===== src/rtl/core/deadline_timer_queue_defines.svh =====
// ----------------------------------------------------------------------------
// deadline_timer_queue_defines
// Assertion macros for the timer queue. Empty when SYNTH is defined.
// ----------------------------------------------------------------------------
`ifndef DEADLINE_TIMER_QUEUE_DEFINES_SVH
`define DEADLINE_TIMER_QUEUE_DEFINES_SVH

`ifndef SYNTH
`define DTQ_ASSERT(lbl, clk, rstn, prop, msg) \
    lbl: assert property (@(posedge clk) disable iff (!rstn) (prop)) else $error(msg);
`define DTQ_ASSERT_ALWAYS(lbl, clk, prop, msg) \
    lbl: assert property (@(posedge clk) (prop)) else $error(msg);
`else
`define DTQ_ASSERT(lbl, clk, rstn, prop, msg)
`define DTQ_ASSERT_ALWAYS(lbl, clk, prop, msg)
`endif

`endif


===== src/rtl/core/dtq_pkg.sv =====
// ----------------------------------------------------------------------------
// dtq_pkg
// Shared widths, codes, controller states and command/status types.
// ----------------------------------------------------------------------------
`default_nettype none

package dtq_pkg;

    localparam int DEPTH_DEF   = 16;
    localparam int ID_BITS_DEF = 16;
    localparam int TIME_W      = 48;
    localparam int DELAY_W     = 32;
    localparam int FUNC_W      = 2;
    localparam int KIND_W      = 2;
    localparam int TID_W       = 16;

    localparam logic [FUNC_W-1:0] FN_ADD    = 2'd0;
    localparam logic [FUNC_W-1:0] FN_CANCEL = 2'd1;
    localparam logic [FUNC_W-1:0] FN_TICK   = 2'd2;
    localparam logic [FUNC_W-1:0] FN_UNUSED = 2'd3;

    localparam logic [KIND_W-1:0] KIND_ADDED = 2'd0;
    localparam logic [KIND_W-1:0] KIND_FIRED = 2'd1;
    localparam logic [KIND_W-1:0] KIND_FULL  = 2'd2;

    typedef enum logic [4:0] {
        OP_NONE,
        OP_ADD_INIT,
        OP_UP_READ,
        OP_UP_MOVE,
        OP_WR_MOVING,
        OP_CAN_INIT,
        OP_CAN_READ,
        OP_CAN_MARK,
        OP_CAN_NEXT,
        OP_TICK_INIT,
        OP_ROOT_READ,
        OP_POP,
        OP_LOAD_LAST,
        OP_DN_READ,
        OP_DN_MOVE_L,
        OP_DN_MOVE_R,
        OP_PEND_SET,
        OP_PEND_SWAP,
        OP_EMIT_ADD,
        OP_EMIT_FULL,
        OP_EMIT_LAST
    } t_op;

    typedef enum logic [3:0] {
        S_IDLE,
        S_DISPATCH,
        S_FULL,
        S_UP_RD,
        S_UP_CMP,
        S_ADD_OUT,
        S_CAN_RD,
        S_CAN_CMP,
        S_TK_RD,
        S_TK_CHK,
        S_TK_LAST,
        S_DN_RD,
        S_DN_CMP,
        S_TK_FIRE,
        S_TK_END
    } t_state;

    typedef struct packed {
        logic load;
        t_op  op;
    } t_cmd;

    typedef struct packed {
        logic [FUNC_W-1:0] func;
        logic full;
        logic cnt_zero;
        logic hole_zero;
        logic up_before;
        logic idx_end;
        logic can_hit;
        logic due;
        logic l_end;
        logic dn_l;
        logic dn_r;
        logic popped_drop;
        logic pend_valid;
        logic out_free;
    } t_stat;

endpackage

`default_nettype wire


===== src/rtl/core/dtq_in_if.sv =====
// ----------------------------------------------------------------------------
// dtq_in_if
// Request channel: add, cancel or tick.
// ----------------------------------------------------------------------------
`default_nettype none

interface dtq_in_if;
    import dtq_pkg::*;

    logic               valid;
    logic               ready;
    logic [FUNC_W-1:0]  func;
    logic [DELAY_W-1:0] delay;
    logic [TID_W-1:0]   target_id;

    modport source (output valid, output func, output delay, output target_id,
                    input ready);
    modport sink   (input valid, input func, input delay, input target_id,
                    output ready);
endinterface

`default_nettype wire


===== src/rtl/core/dtq_out_if.sv =====
// ----------------------------------------------------------------------------
// dtq_out_if
// Event channel: added, fired or full.
// ----------------------------------------------------------------------------
`default_nettype none

interface dtq_out_if;
    import dtq_pkg::*;

    logic              valid;
    logic              ready;
    logic [KIND_W-1:0] event_kind;
    logic [TID_W-1:0]  timer_id;
    logic              last;

    modport source (output valid, output event_kind, output timer_id, output last,
                    input ready);
    modport sink   (input valid, input event_kind, input timer_id, input last,
                    output ready);
endinterface

`default_nettype wire


===== src/rtl/core/dtq_datapath.sv =====
// ----------------------------------------------------------------------------
// dtq_datapath
// Heap memory, time and id counters, hole-based sift registers, output reg.
// ----------------------------------------------------------------------------
`default_nettype none

`include "deadline_timer_queue_defines.svh"

module dtq_datapath #(
    parameter int DEPTH   = dtq_pkg::DEPTH_DEF,
    parameter int ID_BITS = dtq_pkg::ID_BITS_DEF
) (
    input  logic                        i_clk,
    input  logic                        i_rst_n,
    input  dtq_pkg::t_cmd               i_cmd,
    output dtq_pkg::t_stat              o_stat,
    input  logic [dtq_pkg::FUNC_W-1:0]  i_func,
    input  logic [dtq_pkg::DELAY_W-1:0] i_delay,
    input  logic [dtq_pkg::TID_W-1:0]   i_target,
    dtq_out_if.source                   o_out
);
    import dtq_pkg::*;

    localparam int AW = $clog2(DEPTH);
    localparam int CW = $clog2(DEPTH + 1);
    localparam int IW = (ID_BITS > TID_W) ? ID_BITS : TID_W;

    typedef struct packed {
        logic [TIME_W-1:0]  dl;
        logic [ID_BITS-1:0] id;
        logic               drop;
    } t_entry;

    function automatic logic f_before(t_entry a, t_entry b);
        if (a.dl != b.dl) begin
            return a.dl < b.dl;
        end
        return a.id < b.id;
    endfunction

    t_entry mem [DEPTH];

    logic [FUNC_W-1:0]  r_func, n_func;
    logic [DELAY_W-1:0] r_delay, n_delay;
    logic [TID_W-1:0]   r_target, n_target;
    logic [TIME_W-1:0]  r_time, n_time;
    logic [ID_BITS-1:0] r_next_id, n_next_id;
    logic [ID_BITS-1:0] r_new_id, n_new_id;
    logic [CW-1:0]      r_count, n_count;
    logic [CW-1:0]      r_hole, n_hole;
    logic [CW-1:0]      r_idx, n_idx;
    t_entry             r_mov, n_mov;
    t_entry             r_rd_a, r_rd_b;
    logic [ID_BITS-1:0] r_pop_id, n_pop_id;
    logic               r_pop_drop, n_pop_drop;
    logic [ID_BITS-1:0] r_pend_id, n_pend_id;
    logic               r_pend_valid, n_pend_valid;
    logic               r_out_valid, n_out_valid;
    logic [KIND_W-1:0]  r_out_kind, n_out_kind;
    logic [TID_W-1:0]   r_out_id, n_out_id;
    logic               r_out_last, n_out_last;

    logic               we;
    logic [AW-1:0]      wa, ra, rb;
    t_entry             wd, marked;
    logic [CW-1:0]      parent, cnt_m1;
    logic [CW:0]        lw, rw;
    logic               bl, br;
    t_entry             cand;
    logic [IW-1:0]      new_ext, pend_ext;
    logic [ID_BITS-1:0] id_inc;

    assign parent   = (r_hole - CW'(1)) >> 1;
    assign cnt_m1   = r_count - CW'(1);
    assign lw       = {r_hole, 1'b1};
    assign rw       = lw + (CW + 1)'(1);
    assign new_ext  = IW'(r_new_id);
    assign pend_ext = IW'(r_pend_id);
    assign id_inc   = r_next_id + ID_BITS'(1);
    assign bl       = f_before(r_rd_a, r_mov);
    assign cand     = bl ? r_rd_a : r_mov;
    assign br       = (rw < {1'b0, r_count}) && f_before(r_rd_b, cand);

    always_comb begin
        marked      = r_rd_a;
        marked.drop = 1'b1;
    end

    always_comb begin
        o_stat.func        = r_func;
        o_stat.full        = r_count >= CW'(DEPTH);
        o_stat.cnt_zero    = r_count == '0;
        o_stat.hole_zero   = r_hole == '0;
        o_stat.up_before   = f_before(r_mov, r_rd_a);
        o_stat.idx_end     = r_idx >= r_count;
        o_stat.can_hit     = !r_rd_a.drop && (IW'(r_rd_a.id) == IW'(r_target));
        o_stat.due         = r_rd_a.dl <= r_time;
        o_stat.l_end       = lw >= {1'b0, r_count};
        o_stat.dn_l        = bl && !br;
        o_stat.dn_r        = br;
        o_stat.popped_drop = r_pop_drop;
        o_stat.pend_valid  = r_pend_valid;
        o_stat.out_free    = !r_out_valid || o_out.ready;
    end

    always_comb begin
        n_func       = r_func;
        n_delay      = r_delay;
        n_target     = r_target;
        n_time       = r_time;
        n_next_id    = r_next_id;
        n_new_id     = r_new_id;
        n_count      = r_count;
        n_hole       = r_hole;
        n_idx        = r_idx;
        n_mov        = r_mov;
        n_pop_id     = r_pop_id;
        n_pop_drop   = r_pop_drop;
        n_pend_id    = r_pend_id;
        n_pend_valid = r_pend_valid;
        n_out_valid  = r_out_valid && !o_out.ready;
        n_out_kind   = r_out_kind;
        n_out_id     = r_out_id;
        n_out_last   = r_out_last;
        we           = 1'b0;
        wa           = r_hole[AW-1:0];
        wd           = r_mov;
        ra           = '0;
        rb           = '0;

        if (i_cmd.load) begin
            n_func   = i_func;
            n_delay  = i_delay;
            n_target = i_target;
        end

        case (i_cmd.op)
            OP_ADD_INIT: begin
                n_mov.dl   = r_time + TIME_W'(r_delay);
                n_mov.id   = r_next_id;
                n_mov.drop = 1'b0;
                n_new_id   = r_next_id;
                n_next_id  = (id_inc == '0) ? ID_BITS'(1) : id_inc;
                n_hole     = r_count;
                n_count    = r_count + CW'(1);
            end
            OP_UP_READ: ra = parent[AW-1:0];
            OP_UP_MOVE: begin
                we     = 1'b1;
                wd     = r_rd_a;
                n_hole = parent;
            end
            OP_WR_MOVING: we = 1'b1;
            OP_CAN_INIT:  n_idx = '0;
            OP_CAN_READ:  ra = r_idx[AW-1:0];
            OP_CAN_MARK: begin
                we = 1'b1;
                wa = r_idx[AW-1:0];
                wd = marked;
            end
            OP_CAN_NEXT:  n_idx = r_idx + CW'(1);
            OP_TICK_INIT: n_time = r_time + TIME_W'(1);
            OP_ROOT_READ: ra = '0;
            OP_POP: begin
                n_pop_id   = r_rd_a.id;
                n_pop_drop = r_rd_a.drop;
                n_count    = cnt_m1;
                n_hole     = '0;
                ra         = cnt_m1[AW-1:0];
            end
            OP_LOAD_LAST: n_mov = r_rd_a;
            OP_DN_READ: begin
                ra = lw[AW-1:0];
                rb = rw[AW-1:0];
            end
            OP_DN_MOVE_L: begin
                we     = 1'b1;
                wd     = r_rd_a;
                n_hole = lw[CW-1:0];
            end
            OP_DN_MOVE_R: begin
                we     = 1'b1;
                wd     = r_rd_b;
                n_hole = rw[CW-1:0];
            end
            OP_PEND_SET: begin
                n_pend_id    = r_pop_id;
                n_pend_valid = 1'b1;
            end
            OP_PEND_SWAP: begin
                n_out_valid = 1'b1;
                n_out_kind  = KIND_FIRED;
                n_out_id    = pend_ext[TID_W-1:0];
                n_out_last  = 1'b0;
                n_pend_id   = r_pop_id;
            end
            OP_EMIT_ADD: begin
                n_out_valid = 1'b1;
                n_out_kind  = KIND_ADDED;
                n_out_id    = new_ext[TID_W-1:0];
                n_out_last  = 1'b1;
            end
            OP_EMIT_FULL: begin
                n_out_valid = 1'b1;
                n_out_kind  = KIND_FULL;
                n_out_id    = '0;
                n_out_last  = 1'b1;
            end
            OP_EMIT_LAST: begin
                n_out_valid  = 1'b1;
                n_out_kind   = KIND_FIRED;
                n_out_id     = pend_ext[TID_W-1:0];
                n_out_last   = 1'b1;
                n_pend_valid = 1'b0;
            end
            default: ;
        endcase
    end

    always_ff @(posedge i_clk) begin
        if (we) begin
            mem[wa] <= wd;
        end
        r_rd_a <= mem[ra];
        r_rd_b <= mem[rb];
    end

    always_ff @(posedge i_clk) begin
        if (!i_rst_n) begin
            r_time       <= '0;
            r_next_id    <= ID_BITS'(1);
            r_count      <= '0;
            r_pend_valid <= 1'b0;
            r_out_valid  <= 1'b0;
        end else begin
            r_time       <= n_time;
            r_next_id    <= n_next_id;
            r_count      <= n_count;
            r_pend_valid <= n_pend_valid;
            r_out_valid  <= n_out_valid;
        end
    end

    always_ff @(posedge i_clk) begin
        r_func     <= n_func;
        r_delay    <= n_delay;
        r_target   <= n_target;
        r_new_id   <= n_new_id;
        r_hole     <= n_hole;
        r_idx      <= n_idx;
        r_mov      <= n_mov;
        r_pop_id   <= n_pop_id;
        r_pop_drop <= n_pop_drop;
        r_pend_id  <= n_pend_id;
        r_out_kind <= n_out_kind;
        r_out_id   <= n_out_id;
        r_out_last <= n_out_last;
    end

    assign o_out.valid      = r_out_valid;
    assign o_out.event_kind = r_out_kind;
    assign o_out.timer_id   = r_out_id;
    assign o_out.last       = r_out_last;

    `DTQ_ASSERT(a_count_max, i_clk, i_rst_n, r_count <= CW'(DEPTH), "entry count above depth")
    `DTQ_ASSERT(a_add_grows, i_clk, i_rst_n, (i_cmd.op == OP_ADD_INIT) |=> (r_count == $past(r_count) + CW'(1)), "add did not grow the heap")
    `DTQ_ASSERT(a_hole_range, i_clk, i_rst_n, (i_cmd.op == OP_DN_READ) |-> (r_hole < r_count), "sift hole outside heap")
    `DTQ_ASSERT(a_emit_free, i_clk, i_rst_n, (i_cmd.op == OP_EMIT_ADD || i_cmd.op == OP_EMIT_FULL || i_cmd.op == OP_EMIT_LAST || i_cmd.op == OP_PEND_SWAP) |-> (!r_out_valid || o_out.ready), "event overwrote a pending output")

endmodule

`default_nettype wire


===== src/rtl/core/dtq_ctrl.sv =====
// ----------------------------------------------------------------------------
// dtq_ctrl
// Sequencer for add (sift up), cancel (scan) and tick (pop and sift down).
// ----------------------------------------------------------------------------
`default_nettype none

module dtq_ctrl (
    input  logic           i_clk,
    input  logic           i_rst_n,
    input  logic           i_in_valid,
    output logic           o_in_ready,
    input  dtq_pkg::t_stat i_stat,
    output dtq_pkg::t_cmd  o_cmd
);
    import dtq_pkg::*;

    t_state r_state, n_state;

    always_ff @(posedge i_clk) begin
        if (!i_rst_n) begin
            r_state <= S_IDLE;
        end else begin
            r_state <= n_state;
        end
    end

    always_comb begin
        n_state    = r_state;
        o_in_ready = 1'b0;
        o_cmd.load = 1'b0;
        o_cmd.op   = OP_NONE;
        unique case (r_state)
            S_IDLE: begin
                o_in_ready = 1'b1;
                if (i_in_valid) begin
                    o_cmd.load = 1'b1;
                    n_state    = S_DISPATCH;
                end
            end
            S_DISPATCH: begin
                unique case (i_stat.func)
                    FN_ADD: begin
                        if (i_stat.full) begin
                            n_state = S_FULL;
                        end else begin
                            o_cmd.op = OP_ADD_INIT;
                            n_state  = S_UP_RD;
                        end
                    end
                    FN_CANCEL: begin
                        o_cmd.op = OP_CAN_INIT;
                        n_state  = S_CAN_RD;
                    end
                    FN_TICK: begin
                        o_cmd.op = OP_TICK_INIT;
                        n_state  = S_TK_RD;
                    end
                    default: n_state = S_IDLE;
                endcase
            end
            S_FULL: begin
                if (i_stat.out_free) begin
                    o_cmd.op = OP_EMIT_FULL;
                    n_state  = S_IDLE;
                end
            end
            S_UP_RD: begin
                if (i_stat.hole_zero) begin
                    o_cmd.op = OP_WR_MOVING;
                    n_state  = S_ADD_OUT;
                end else begin
                    o_cmd.op = OP_UP_READ;
                    n_state  = S_UP_CMP;
                end
            end
            S_UP_CMP: begin
                if (i_stat.up_before) begin
                    o_cmd.op = OP_UP_MOVE;
                    n_state  = S_UP_RD;
                end else begin
                    o_cmd.op = OP_WR_MOVING;
                    n_state  = S_ADD_OUT;
                end
            end
            S_ADD_OUT: begin
                if (i_stat.out_free) begin
                    o_cmd.op = OP_EMIT_ADD;
                    n_state  = S_IDLE;
                end
            end
            S_CAN_RD: begin
                if (i_stat.idx_end) begin
                    n_state = S_IDLE;
                end else begin
                    o_cmd.op = OP_CAN_READ;
                    n_state  = S_CAN_CMP;
                end
            end
            S_CAN_CMP: begin
                if (i_stat.can_hit) begin
                    o_cmd.op = OP_CAN_MARK;
                    n_state  = S_IDLE;
                end else begin
                    o_cmd.op = OP_CAN_NEXT;
                    n_state  = S_CAN_RD;
                end
            end
            S_TK_RD: begin
                if (i_stat.cnt_zero) begin
                    n_state = S_TK_END;
                end else begin
                    o_cmd.op = OP_ROOT_READ;
                    n_state  = S_TK_CHK;
                end
            end
            S_TK_CHK: begin
                if (i_stat.due) begin
                    o_cmd.op = OP_POP;
                    n_state  = S_TK_LAST;
                end else begin
                    n_state = S_TK_END;
                end
            end
            S_TK_LAST: begin
                // last entry moves into the root hole and sinks
                if (i_stat.cnt_zero) begin
                    n_state = S_TK_FIRE;
                end else begin
                    o_cmd.op = OP_LOAD_LAST;
                    n_state  = S_DN_RD;
                end
            end
            S_DN_RD: begin
                if (i_stat.l_end) begin
                    o_cmd.op = OP_WR_MOVING;
                    n_state  = S_TK_FIRE;
                end else begin
                    o_cmd.op = OP_DN_READ;
                    n_state  = S_DN_CMP;
                end
            end
            S_DN_CMP: begin
                if (i_stat.dn_r) begin
                    o_cmd.op = OP_DN_MOVE_R;
                    n_state  = S_DN_RD;
                end else if (i_stat.dn_l) begin
                    o_cmd.op = OP_DN_MOVE_L;
                    n_state  = S_DN_RD;
                end else begin
                    o_cmd.op = OP_WR_MOVING;
                    n_state  = S_TK_FIRE;
                end
            end
            S_TK_FIRE: begin
                // one fired id is held back until we know whether it is the last
                if (i_stat.popped_drop) begin
                    n_state = S_TK_RD;
                end else if (!i_stat.pend_valid) begin
                    o_cmd.op = OP_PEND_SET;
                    n_state  = S_TK_RD;
                end else if (i_stat.out_free) begin
                    o_cmd.op = OP_PEND_SWAP;
                    n_state  = S_TK_RD;
                end
            end
            S_TK_END: begin
                if (!i_stat.pend_valid) begin
                    n_state = S_IDLE;
                end else if (i_stat.out_free) begin
                    o_cmd.op = OP_EMIT_LAST;
                    n_state  = S_IDLE;
                end
            end
            default: n_state = S_IDLE;
        endcase
    end

endmodule

`default_nettype wire


===== src/rtl/core/deadline_timer_queue.sv =====
// ----------------------------------------------------------------------------
// deadline_timer_queue
// Millisecond timer queue on a min-heap of (deadline, id) in block memory.
//
//   channel | dir | payload
//   i_in    | in  | func, delay, target_id
//   o_out   | out | event_kind, timer_id, last
//
// One request at a time. Add sifts the new entry up the heap, then waits for
// the output handshake; when full it emits a full event. Cancel scans the
// entries in order. Tick reads the root and pops each due entry, moving the
// last entry into the root hole and sinking it; the heap memory has a single
// write port.
// Reset clears count, time and the valid flags and sets the id counter to 1;
// heap contents need no clearing. A stalled output holds the sequencer at
// its next event; input is taken only when idle.
// ----------------------------------------------------------------------------
`default_nettype none

module deadline_timer_queue #(
    parameter int DEPTH   = dtq_pkg::DEPTH_DEF,
    parameter int ID_BITS = dtq_pkg::ID_BITS_DEF
) (
    input  logic      i_clk,
    input  logic      i_rst_n,
    dtq_in_if.sink    i_in,
    dtq_out_if.source o_out
);
    import dtq_pkg::*;

    t_cmd  w_cmd;
    t_stat w_stat;
    logic  w_in_ready;

    assign i_in.ready = w_in_ready;

    dtq_ctrl u_ctrl (
        .i_clk      (i_clk),
        .i_rst_n    (i_rst_n),
        .i_in_valid (i_in.valid),
        .o_in_ready (w_in_ready),
        .i_stat     (w_stat),
        .o_cmd      (w_cmd)
    );

    dtq_datapath #(
        .DEPTH   (DEPTH),
        .ID_BITS (ID_BITS)
    ) u_datapath (
        .i_clk    (i_clk),
        .i_rst_n  (i_rst_n),
        .i_cmd    (w_cmd),
        .o_stat   (w_stat),
        .i_func   (i_in.func),
        .i_delay  (i_in.delay),
        .i_target (i_in.target_id),
        .o_out    (o_out)
    );

endmodule

`default_nettype wire


===== src/flat_wrapper.sv =====
// flat-port wrapper written by rule: the top's interface ports become plain ports
module deadline_timer_queue_flat import dtq_pkg::*;
#(
    parameter int DEPTH   = dtq_pkg::DEPTH_DEF,
    parameter int ID_BITS = dtq_pkg::ID_BITS_DEF
)
  (i_clk, i_rst_n, i_in_valid, i_in_func, i_in_delay, i_in_target_id, i_in_ready, o_out_valid, o_out_event_kind, o_out_timer_id, o_out_last, o_out_ready);
  dtq_in_if i_in_i ();
  dtq_out_if o_out_i ();
  input  logic i_clk;
  input  logic i_rst_n;
  input wire logic [$bits(i_in_i.valid)-1:0] i_in_valid;
  input wire logic [$bits(i_in_i.func)-1:0] i_in_func;
  input wire logic [$bits(i_in_i.delay)-1:0] i_in_delay;
  input wire logic [$bits(i_in_i.target_id)-1:0] i_in_target_id;
  output wire logic [$bits(i_in_i.ready)-1:0] i_in_ready;
  output wire logic [$bits(o_out_i.valid)-1:0] o_out_valid;
  output wire logic [$bits(o_out_i.event_kind)-1:0] o_out_event_kind;
  output wire logic [$bits(o_out_i.timer_id)-1:0] o_out_timer_id;
  output wire logic [$bits(o_out_i.last)-1:0] o_out_last;
  input wire logic [$bits(o_out_i.ready)-1:0] o_out_ready;
  assign i_in_i.valid = i_in_valid;
  assign i_in_i.func = i_in_func;
  assign i_in_i.delay = i_in_delay;
  assign i_in_i.target_id = i_in_target_id;
  assign i_in_ready = i_in_i.ready;
  assign o_out_valid = o_out_i.valid;
  assign o_out_event_kind = o_out_i.event_kind;
  assign o_out_timer_id = o_out_i.timer_id;
  assign o_out_last = o_out_i.last;
  assign o_out_i.ready = o_out_ready;
  deadline_timer_queue #(.DEPTH(DEPTH), .ID_BITS(ID_BITS)) u_core (.i_clk(i_clk), .i_rst_n(i_rst_n), .i_in(i_in_i), .o_out(o_out_i));
endmodule

===== config.mk =====
export PLATFORM = sky130hd
export DESIGN_NAME = deadline_timer_queue_flat
export DESIGN_NICKNAME = d
export VERILOG_FILES = /design/src/rtl/core/dtq_pkg.sv /design/src/rtl/core/dtq_in_if.sv /design/src/rtl/core/dtq_out_if.sv /design/src/rtl/core/dtq_datapath.sv /design/src/rtl/core/dtq_ctrl.sv /design/src/rtl/core/deadline_timer_queue.sv /design/src/flat_wrapper.sv
export VERILOG_INCLUDE_DIRS = /design/src /design/src/rtl/core
export SDC_FILE = /design/constraint.sdc
export NUM_CORES = 2
export LEC_CHECK = 0
export BUFFER_PORTS_ARGS = -buffer_cell sky130_fd_sc_hd__buf_4
export CAP_MARGIN = 20
export CORE_ASPECT_RATIO = 1.5
export CORE_UTILIZATION = 25
export CTS_CLUSTER_DIAMETER = 100
export DETAILED_ROUTE_END_ITERATION = 10
export REMOVE_ABC_BUFFERS = 1
export SETUP_SLACK_MARGIN = 0.02
export SYNTH_ARGS = -nofsm -noshare
export SYNTH_HDL_FRONTEND = slang
export SYNTH_HIERARCHICAL = 1
export SYNTH_SLANG_ARGS = --single-unit

===== constraint.sdc =====
create_clock -name i_clk -period 12.8 [get_ports i_clk]
set_input_delay 1.92 -clock i_clk [delete_from_list [all_inputs] [get_ports i_clk]]
set_output_delay 1.92 -clock i_clk [all_outputs]
set_load 0.005 [all_outputs]

; ---- Yosys cells after proc, flatten, opt, wreduce, memory -nomap -nowiden
; Memory sizes are Yosys's and may differ from the RTL's. A register that Yosys moved wholly into a read port is not among the register bits.
; Index checks and enable logic that the tools add are counted.
; Widths: inputs -> output; s select.
[totals]
output_inout_bits = 21
elab_cells = 180
ramBits = 1040
memories = 1
register_bits = 268
[memory_table]
columns = name, words, width, read_ports, rd_ports_with_merged_regs, wr, line_no
row1 = u_core.u_datapath.mem, 16, 65, 2, 2, 1, dtq_datapath.sv:41  ; t_entry mem [DEPTH];
[classes]
n_lt_le_gt_ge = 11
n_mux = 69
n_reduce_logical = 29
n_addsub = 8
n_eq_ne = 41
[ops]
columns = operator, n
row1 = $pmux 65 s3, 1
row2 = $lt 48x48->1, 3
row3 = $ne 48x48->1, 3
row4 = $pmux 65 s2, 1
row5 = $pmux 5 s14, 1
row6 = $mux 65, 1
row7 = $mux 4, 15
row8 = $pmux 4 s14, 1
row9 = $add 48x1->48 const B, 1
row10 = $add 48x32->48, 1
row11 = $le 48x48->1, 1
row12 = $lt 16x16->1, 3
row13 = $pmux 16 s3, 1
row14 = $eq 5x4->1 const B, 7
row15 = $mux 5, 7
row16 = $mux 3, 11
row17 = $eq 4x4->1 const B, 7
row18 = $eq 5x5->1 const B, 5
row19 = $pmux 5 s5, 1
row20 = $pmux 4 s3, 2
row21 = $eq 5x3->1 const B, 4
row22 = $mux 1, 20
row23 = $pmux 5 s2, 2
row24 = $add 16x1->16 const B, 1
row25 = other kinds (36), 58

; ---- Logic depth before layout (Yosys ltp)
[depth]
ltp_word = 18
ltp_mapped = 40
depth_no_buf = 34

; ---- Cells and area by module
; The synthesis kept the hierarchy.
[by_module_without_submodules]
columns = module, area_each_um2, seq_area_each_um2, cells_each, instances
row1 = dtq_datapath, 66665.2, 41049.4, 5752, 1
row2 = dtq_ctrl, 808.3, 80.1, 128, 1

; ---- Worst setup path after synthesis
; No wires, ideal clock.
[synth_path]
path_type = register to register
start = register u_core/u_datapath/r_mov[62] in the netlist's numbering
end = memory u_core/u_datapath/mem[12][0] in the netlist's numbering (enable)
setup_slack_ns = 2.781
stages_incl_launch_ff = 30
setup_time_ns = 0.489
t_required_ns = 12.311
arrival_ns = 9.531
path_cell_list = edfxtp_1 -> ha_1 -> nand4_1 -> or3_1 -> or4b_1 -> or3_1 -> or4_1 -> nand3_2 -> buf_6 -> buf_2 -> a21oi_1 -> ha_1 -> and4_1 -> nand3_1 -> or3_1 -> a2111oi_0 -> nand4_1 -> nor3_1 -> a211o_1 -> buf_4 -> nor2_1 -> a2111oi_0 -> a2111o_1 -> nand2_1 -> or3_1 -> clkbuf_1 -> clkbuf_1 -> a21oi_1 -> nand3_1 -> nor2_1
[synth_rtl]
columns = item, line_no
row1 = from (decl), dtq_datapath.sv:52  ; t_entry r_mov, n_mov;
row2 = from (signal assigned), dtq_datapath.sv:251  ; r_mov <= n_mov;
row3 = to (decl), dtq_datapath.sv:41

==> flow_summary_export.csv <==
group,metric,value,unit
synth,synth_cell_types,76,
sta,slew_headroom,0.219,
floorplan,boundaryPins,75,
synth,netlist.top_cell.by_area,"edfxtp_1",
setup_path,critical_path_arrival,12.38,ns
pwr,clockPowerShare,0.234,
setup_path,worstReg2RegStart,"u_core/u_datapath/marked[50]",
setup_path,crit_required,13.44,ns
cells_and_area,seqCellArea,41100,um2
pwr,p_sw,7.30,mW
synth,synth_warnings,6,
setup_path,startpoint_type,"register",
grt,grt_max_degree,156,
run_status,outcome,"complete, no violations",
sta,tightest_slew,1.16,ns
placed_design,numPortBuffers,74,
cells_and_area,fin_nets,6114,
route,drt_pre_antenna_iters,6,
cells_and_area,fill_cells,27200,
clock_network,h-tree-depth,4,
hold_path,hp-start,"u_core/u_datapath/r_pop_id[9]",
pwr,combPwrFrac,0.401,
pwr,power,18.6,mW
route,viasPerCell,5.03,
clock_network,cts_sinks,1438,
sta,finalMaxSlewViolations,0,
synth,synthArstFlopShare,0,
route,drt-wirelength-per-cell,21.4,um
cells_and_area,area_growth,14.4,%
pwr,power_density,241,nW/um2
clock_network,cts-hold-fix-buffers,0,
pwr,switching_share,0.392,
clock_network,cts_root_buf,"clkbuf_16",
clock_network,clock_latency,0.81,ns
placed_design,globalplace.congestion,0.926,
synth,synth_edf_count,1233,
setup_path,path_buf_inv,4,
floorplan,core_area,268000,um2
route,drt_iter0_drc,4050,
synth,synth_area_leaders,"edfxtp_1, nand2_1, dfxtp_1",
sta,finalSetupViolCount,0,
clock_network,clk_path_buf_depth,4,
hold_path,holdCritPathClass,"register to register",
clock_network,cts_resized,0,
floorplan,placementRows,233,
sta,finClkSkew,0.0650,ns
synth,seq_area_frac_synth,0.610,
synth,syn_avg_cell_area,11.5,um2
sta,whs,0.414,ns
pwr,p_int,11.3,mW
clock_network,cts_tree,"built",
placed_design,dpl.cell_count,9204,
floorplan,die_h,638,um
cells_and_area,drive_above_1_share,0.0875,
floorplan,die_w,426,um
synth,synth_seq_cells,1438,
grt,grt_pass1_wl,299000,um
clock_network,cts_made_buffers,145,
route,num_vias,47600,
clock_network,post_cts_buffers,0,
setup_path,crit_type,"register to register",
floorplan,start_util,0.251,
grt,grt_overflow,0,
setup_path,slowest_stage,"or4b_1",
flow_run,cap_violations,0,
grt,grt_usage,0.144,
setup_path,crit_start,"u_core/u_datapath/marked[50]",
route,drt-total-wl,202000,um
setup_path,slowest_delay,0.71,ns
setup_path,critPathMaxFanout,57,
floorplan,dieArea,272000,um2
sta,rsz0062_at_grt,"false",
synth,synth_top_area_share,0.549,
sta,period_share,0.917,
placed_design,dpl.hpwl,125000,um
setup_path,path_delay_family,"simple AND/OR/NAND/NOR gates",
grt,antenna_found_initial,8,
cells_and_area,final_cell_area,77200,um2
synth,syn-cell-area,67500,um2
setup_path,critPathCaptureType,"register",
pwr,p_leak,26.1,nW
sta,hold_viol_final,0,
route,route.detailed.drc,0,
synth,synthCells,5880,
synth,ys.flop_type,"edfxtp_1",
pwr,vdd_drop_max,212,uV
pwr,p_seq_frac,0.364,
clock_network,clk_transition_reported_paths,0.06,ns
grt,grt_pass1_vias,47400,
sta,fin_crit,11.74,ns
cells_and_area,fin_cells,9460,
cells_and_area,multi_input_area,24500,um2
route,antenna_left,0,
sta,fmax,85.2,MHz
placed_design,place_area,72400,um2
-- worst paths after layout --
path / cells after the start / slack (ns) / to
worst min register to register: 0 / 0.41 / u_core/u_datapath/pend_ext[9]
worst min-delay path: 0 / 0.41 / u_core/u_datapath/pend_ext[9]
worst max-delay path: 36 / 1.06 / u_core/u_datapath/marked[34]
worst max register to register: 36 / 1.06 / u_core/u_datapath/marked[34]
-- state kept, by name, indices dropped and copies added, names as in the netlist --
register and cells:
u_core/u_datapath/mem 1040, u_core/u_datapath/r_mov 65, u_core/u_datapath/r_rd_b 65, u_core/u_datapath/marked 64
u_core/u_datapath/r_time 48, u_core/u_datapath/r_delay 32, u_core/u_datapath/new_ext 16, u_core/u_datapath/o_out.timer_id 16
u_core/u_datapath/pend_ext 16, u_core/u_datapath/r_next_id 16, u_core/u_datapath/r_pop_id 16, u_core/u_datapath/r_target 16
u_core/u_datapath/r_count 5, u_core/u_datapath/r_hole 5, u_core/u_datapath/r_idx 5, u_core/u_ctrl/r_state 4
u_core/u_datapath/o_out.event_kind 2, u_core/u_datapath/r_func 2, u_core/u_datapath/o_out.last 1, u_core/u_datapath/o_out.valid 1
u_core/u_datapath/r_pend_valid 1, u_core/u_datapath/r_pop_drop 1, u_core/u_datapath/r_rd_a 1
-- per-layer routing --
metal  track usage  wire (um)
met5             0          0
met4        0.0700       9830
met3        0.0136      10200
met2         0.264     105000
met1         0.166      77100
-- placed cells by master (no fill, tap or decap), types with 15 or more instances in the layout --
cell          n
edfxtp_1   1233
clkbuf_8     15
a21oi_1     292
a211oi_1    342
a21o_1       48
nor4_1       17
clkbuf_1     25
nand2b_1     17
nor2b_1      29
and2_1      308
nor3_1       47
a22oi_1      73
nand2_1    1200
nand4_1      50
dfxtp_1     205
ha_1        233
inv_1       144
a21boi_0     16
mux4_2       65
buf_12       37
nand3_1     119
and3_1       16
o211ai_1     16
clkbuf_16   149
xor2_1       34
xnor2_1      86
buf_4       139
or3_1        20
bufinv_16    15
a31oi_1     141
nor2_4       19
a311oi_1    131
o21ai_0     249
nor2_1      167
a22o_1       18
clkinv_2     23
-- power groups by stage --
stage	Clock (mW)	Combinational, mW	Sequential, mW
after floorplan	0	5.71	6.65
after global placement	0	7.30	6.87
after detailed placement	0	7.39	6.88
after CTS	4.44	7.43	6.78
after global routing	4.59	8.18	6.83
final	4.36	7.47	6.78
-- cells by family after synthesis --
family	after synthesis	share of synthesized area
XOR/XNOR	121	0.0157
buffers and inverters	525	0.0313
AO/OA/AOI/OAI	1430	0.140
flip-flops	1438	0.610
multiplexers	69	0.0223
AND/OR/NAND/NOR	2063	0.137
adder cells (fa/ha/maj)	234	0.0435
-- stage by stage --
step            util  setup WS (ns)  TNS (ns)
2_1_floorplan      -         -14.08   -948.98
3_3_place_gp   0.270           1.43         0
3_5_place_dp   0.270           1.28         0
4_1_cts        0.287           1.20         0
5_1_grt        0.287          0.442         0
6_report       0.287           1.06         0
-- Yosys cell counts (16+ instances only) --
cell and n:
a21oi_1 292, edfxtp_1 1233, xor2_1 35, xnor2_1 86, or3_1 20, nand2b_1 17
a311oi_1 131, and2_1 309, clkbuf_1 288, inv_1 144, nor2b_1 29, a22oi_1 73
buf_1 23, o21ai_0 249, a31oi_1 141, mux4_2 65, o211ai_1 16, nor3_1 51
dfxtp_1 205, a211oi_1 342, buf_2 49, nand3_1 120, a21o_1 48, nand4_1 50
ha_1 233, nor4_1 17, nand2_1 1203, nor2_1 186, and3_1 18, a22o_1 18
a21boi_0 16
-- area by class of cell --
type                    count  area share
clock inverters            65      0.0101
inverters                 148     0.00726
multi-input cells        3917       0.317
clock buffers             190      0.0523
well taps                3525      0.0571
repair buffers            176      0.0231
diodes                      1   0.0000324
flip-flops and latches   1438       0.533
-- worst register-to-register path: cells and delay by family (launching register included) --
kind | cells | cell delay [ns]
simple gates | 16 | 5.43
fa+ha+maj | 2 | 0.60
buf+inv | 4 | 1.18
compound gates | 14 | 3.88
flops | 1 | 0.49
Note: power is estimated with default switching activity, not from simulation.
